<file path="src/sbs_pkg.sv">
// sbs_pkg: shared constants, codes and item types for the sorted bound search block
// no dependencies; imported by every module of the block except the generic ram
package sbs_pkg;

    localparam int DEPTH  = 1024;
    localparam int ADDR_W = $clog2(DEPTH);
    localparam int LEN_W  = ADDR_W + 1;
    localparam int POS_W  = ADDR_W + 2;
    localparam int DATA_W = 32;

    localparam logic [1:0] ACT_WRITE = 2'd0;
    localparam logic [1:0] ACT_LEFT  = 2'd1;
    localparam logic [1:0] ACT_RIGHT = 2'd2;

    typedef struct packed {
        logic [1:0]               action;
        logic [ADDR_W-1:0]        entry_index;
        logic signed [DATA_W-1:0] entry_value;
        logic signed [DATA_W-1:0] search_key;
    } t_in_item;

    typedef struct packed {
        logic signed [POS_W-1:0] position;
        logic                    found;
    } t_out_item;

    // result of one probe compare
    typedef struct packed {
        logic go_left;
        logic equal;
    } t_cmp_res;

endpackage

</file>
<file path="src/sbs_cmp.sv">
// sbs_cmp: shared signed compare unit used by every probe and the final equality check
// depends on sbs_pkg
module sbs_cmp (
    input  logic signed [sbs_pkg::DATA_W-1:0] i_value,
    input  logic signed [sbs_pkg::DATA_W-1:0] i_key,
    input  logic                              i_left,
    output sbs_pkg::t_cmp_res                 o_res
);
    import sbs_pkg::*;

    // leftmost moves left on value >= key, rightmost only on value > key
    always_comb begin
        o_res.equal   = (i_value == i_key);
        o_res.go_left = i_left ? (i_value >= i_key) : (i_value > i_key);
    end

endmodule

</file>
<file path="config.mk">
export PLATFORM = sky130hd
export DESIGN_NAME = sbs_cmp
export DESIGN_NICKNAME = d
export VERILOG_FILES = /design/src/sbs_pkg.sv /design/src/sbs_cmp.sv
export SDC_FILE = /design/constraint.sdc
export NUM_CORES = 1
export LEC_CHECK = 0
export BUFFER_PORTS_ARGS = -buffer_cell sky130_fd_sc_hd__buf_2
export CORE_ASPECT_RATIO = 0.6
export CORE_MARGIN = 5
export CORE_UTILIZATION = 40
export DETAILED_ROUTE_END_ITERATION = 16
export PLACE_DENSITY = 0.81
export RECOVER_POWER = 25
export SYNTH_ARGS = -nofsm -noshare
export SYNTH_HDL_FRONTEND = slang
export SYNTH_SLANG_ARGS = --single-unit
</file>
<file path="constraint.sdc">
create_clock -name vclk -period 4.2
set_clock_uncertainty 0.2 [all_clocks]
set_input_delay 0.84 -clock vclk [all_inputs]
set_output_delay 0.84 -clock vclk [all_outputs]
set_load 0.005 [all_outputs]
</file>
==> results.sh <==
export IMPL_synthesis_instances=119
export IMPL_synth_xor_area_share_pct=0
export IMPL_seq_area_um2=0
export IMPL_holdWs_ns=1.89
export IMPL_worst_path_most_repeated_cell="buf_2"
export IMPL_grt_pass1_wl_um=3870
export IMPL_worstPathCellList="buf_2, ha_1, a21oi_1, nand2_1, a221o_1, a211oi_2, mux2_1, o21ai_1, buf_2"
export IMPL_antenna_found_initial=0
export IMPL_synth_cell_type_count=23
export IMPL_path_buf_inv=2
export IMPL_firstDrtPassIters=4
export IMPL_drv_slew=0
export IMPL_antenna_cells=0
export IMPL_post_cts_buffers=0
export IMPL_ys_warn_count=0
export IMPL_endpoint="o_res[1]"
export IMPL_tns_ns=0
export IMPL_cp_required_ns=3.16
export IMPL_status="complete, no violations"
export IMPL_period_minus_slack_ns=3.61
export IMPL_nets=285
export IMPL_n_sequential_cell=0
export IMPL_syn_area_um2=877
export IMPL_num_rows=13
export IMPL_dp_hpwl_um=2210
export IMPL_finalWirelength_um=2280
export IMPL_slowest_delay_ns=0.35
export IMPL_finalWorstSetupSlack_ns=0.587
export IMPL_synth_seq_area_share_pct=0
export IMPL_postLayoutCoreUtil_pct=58.4
export IMPL_total_power_w=0.000109
export IMPL_relSlewSlack_pct=81.4
export IMPL_critPathSlowestCell="a221o_1"
export IMPL_path_depth=9
export IMPL_io_buffer_count=67
export IMPL_p_per_area_nw_per_um2=87.3
export IMPL_finalHoldViolations=0
export IMPL_hp_class="input port to primary output"
export IMPL_wire_per_inst_um=10.5
export IMPL_pin_count=67
export IMPL_routabilityCongestion=0.845
export IMPL_ctsResizeCount=0
export IMPL_layout_common_cells="67 x buf_2, 33 x inv_1, 32 x ha_1"
export IMPL_startpoint_type="input port"
export IMPL_grt_pass1_vias=1033
export IMPL_start_util_pct=41.2
export IMPL_clkbuf_count=0
export IMPL_cts_hold_buffers=0
export IMPL_synthAdderAreaFrac_pct=45.6
export IMPL_synth_compound_area_share_pct=20.3
export IMPL_worst_slew_pin_slew_ns=0.277
export IMPL_synth_simple_area_share_pct=18.7
export IMPL_dp_worst_setup_slack_ns=0.584
export IMPL_drive_gt1_share_pct=38.2
export IMPL_rsz0062_at_grt="false"
export IMPL_cp_top_family="compound AO/OA/AOI/OAI gates"
export IMPL_drt_initial_drc_count=6
export IMPL_max_cap_viol_count=0
export IMPL_syn_nets=216
export IMPL_cp_arrival_ns=2.57
export IMPL_grt_max_degree=5
export IMPL_synth_avg_cell_area_um2=7.37
export IMPL_critical_path_endpoint_type="primary output"
export IMPL_die_w_um=70.5
export IMPL_avgViaCountPerCell=4.67
export IMPL_crit_path_max_fanout=3
export IMPL_mostFrequentLayoutCell="buf_2"
export IMPL_power_leakage_nw=0.811
export IMPL_finalCritPeriodShare_pct=86.0
export IMPL_final_setup_viol_count=0
export IMPL_synth_area_mux_share_pct=1.28
export IMPL_synth_top_family_by_area="adder cells"
export IMPL_grt_util_all_layers_pct=13.9
export IMPL_overflow=0
export IMPL_crit_type="input port to primary output"
export IMPL_max_vdd_ir_drop_mv=0.0465
export IMPL_die_h_um=46.3
export IMPL_timing_fmax_mhz=277
export IMPL_drc=0
export IMPL_critPathLaunch="i_value[30]"
export IMPL_ant_nets=0
export IMPL_dr_total_vias=1008
export IMPL_die_area_um2=3260
export IMPL_area_growth_pct=41.8
export IMPL_core_area_um2=2130
cell families (layout without fill, tap and decap cells):
kind of cell               count (synthesis)  count (layout)
adders and majority gates                 32              32
and+or+nand+nor                           28              28
buffers and inverters                     33             100
AOI/OAI and AO/OA                         25              25
muxes                                      1               1
worst min-delay path by stage:
| stage | startpoint | depth (start not counted) | end |
|---|---|---|---|
| after detailed placement | i_left | 4 | o_res[1] |
| after CTS | i_left | 4 | o_res[1] |
| after global routing | i_left | 4 | o_res[1] |
| after global placement | i_left | 4 | o_res[1] |
| final | i_left | 4 | o_res[1] |
| after floorplan | i_left | 2 | o_res[1] |
per-stage QoR:
stage,area [µm²],instances
2_1_floorplan,877,119
3_3_place_gp,1250,216
3_5_place_dp,1250,216
4_1_cts,1250,216
5_1_grt,1240,216
6_report,1240,216
routing by layer:
metal / part of all wire (%) / track usage [%] / up-vias
li1: - / - / 551
met4: 0.53 / 0.763 / 0
met3: 8.8 / 1.96 / 2
met2: 50 / 30.3 / 36
met5: 0 / 0 / -
met1: 41 / 15.2 / 419
cells in the mapped netlist (2+ instances only):
cell type / count / share of area [%]
a21oi_1: 10 / 5.7
a21o_1: 4 / 3.4
nor3_1: 5 / 2.9
nor2_1: 3 / 1.3
nand3_1: 2 / 1.1
a211oi_1: 2 / 1.7
nand2_1: 5 / 2.1
nand4_1: 7 / 5.0
ha_1: 32 / 46
o21ai_0: 4 / 2.3
inv_1: 33 / 14
where the power goes:
part / internal [W] / total, W / switching (W) / leakage, nW
sequential: 0 / 0 / 0 / 0
clock: 0 / 0 / 0 / 0
combinational: 0.0000592 / 0.000109 / 0.0000493 / 0.811
total: 0.0000592 / 0.000109 / 0.0000493 / 0.811
cell type report:
| type | instances | area [µm²] |
|---|---|---|
| fill | 203 | 887 |
| multi-input combinational | 86 | 747 |
| timing repair buffer | 67 | 335 |
| inverter | 33 | 124 |
| tap | 30 | 37.5 |
Note: power is estimated with default switching activity, not from simulation.
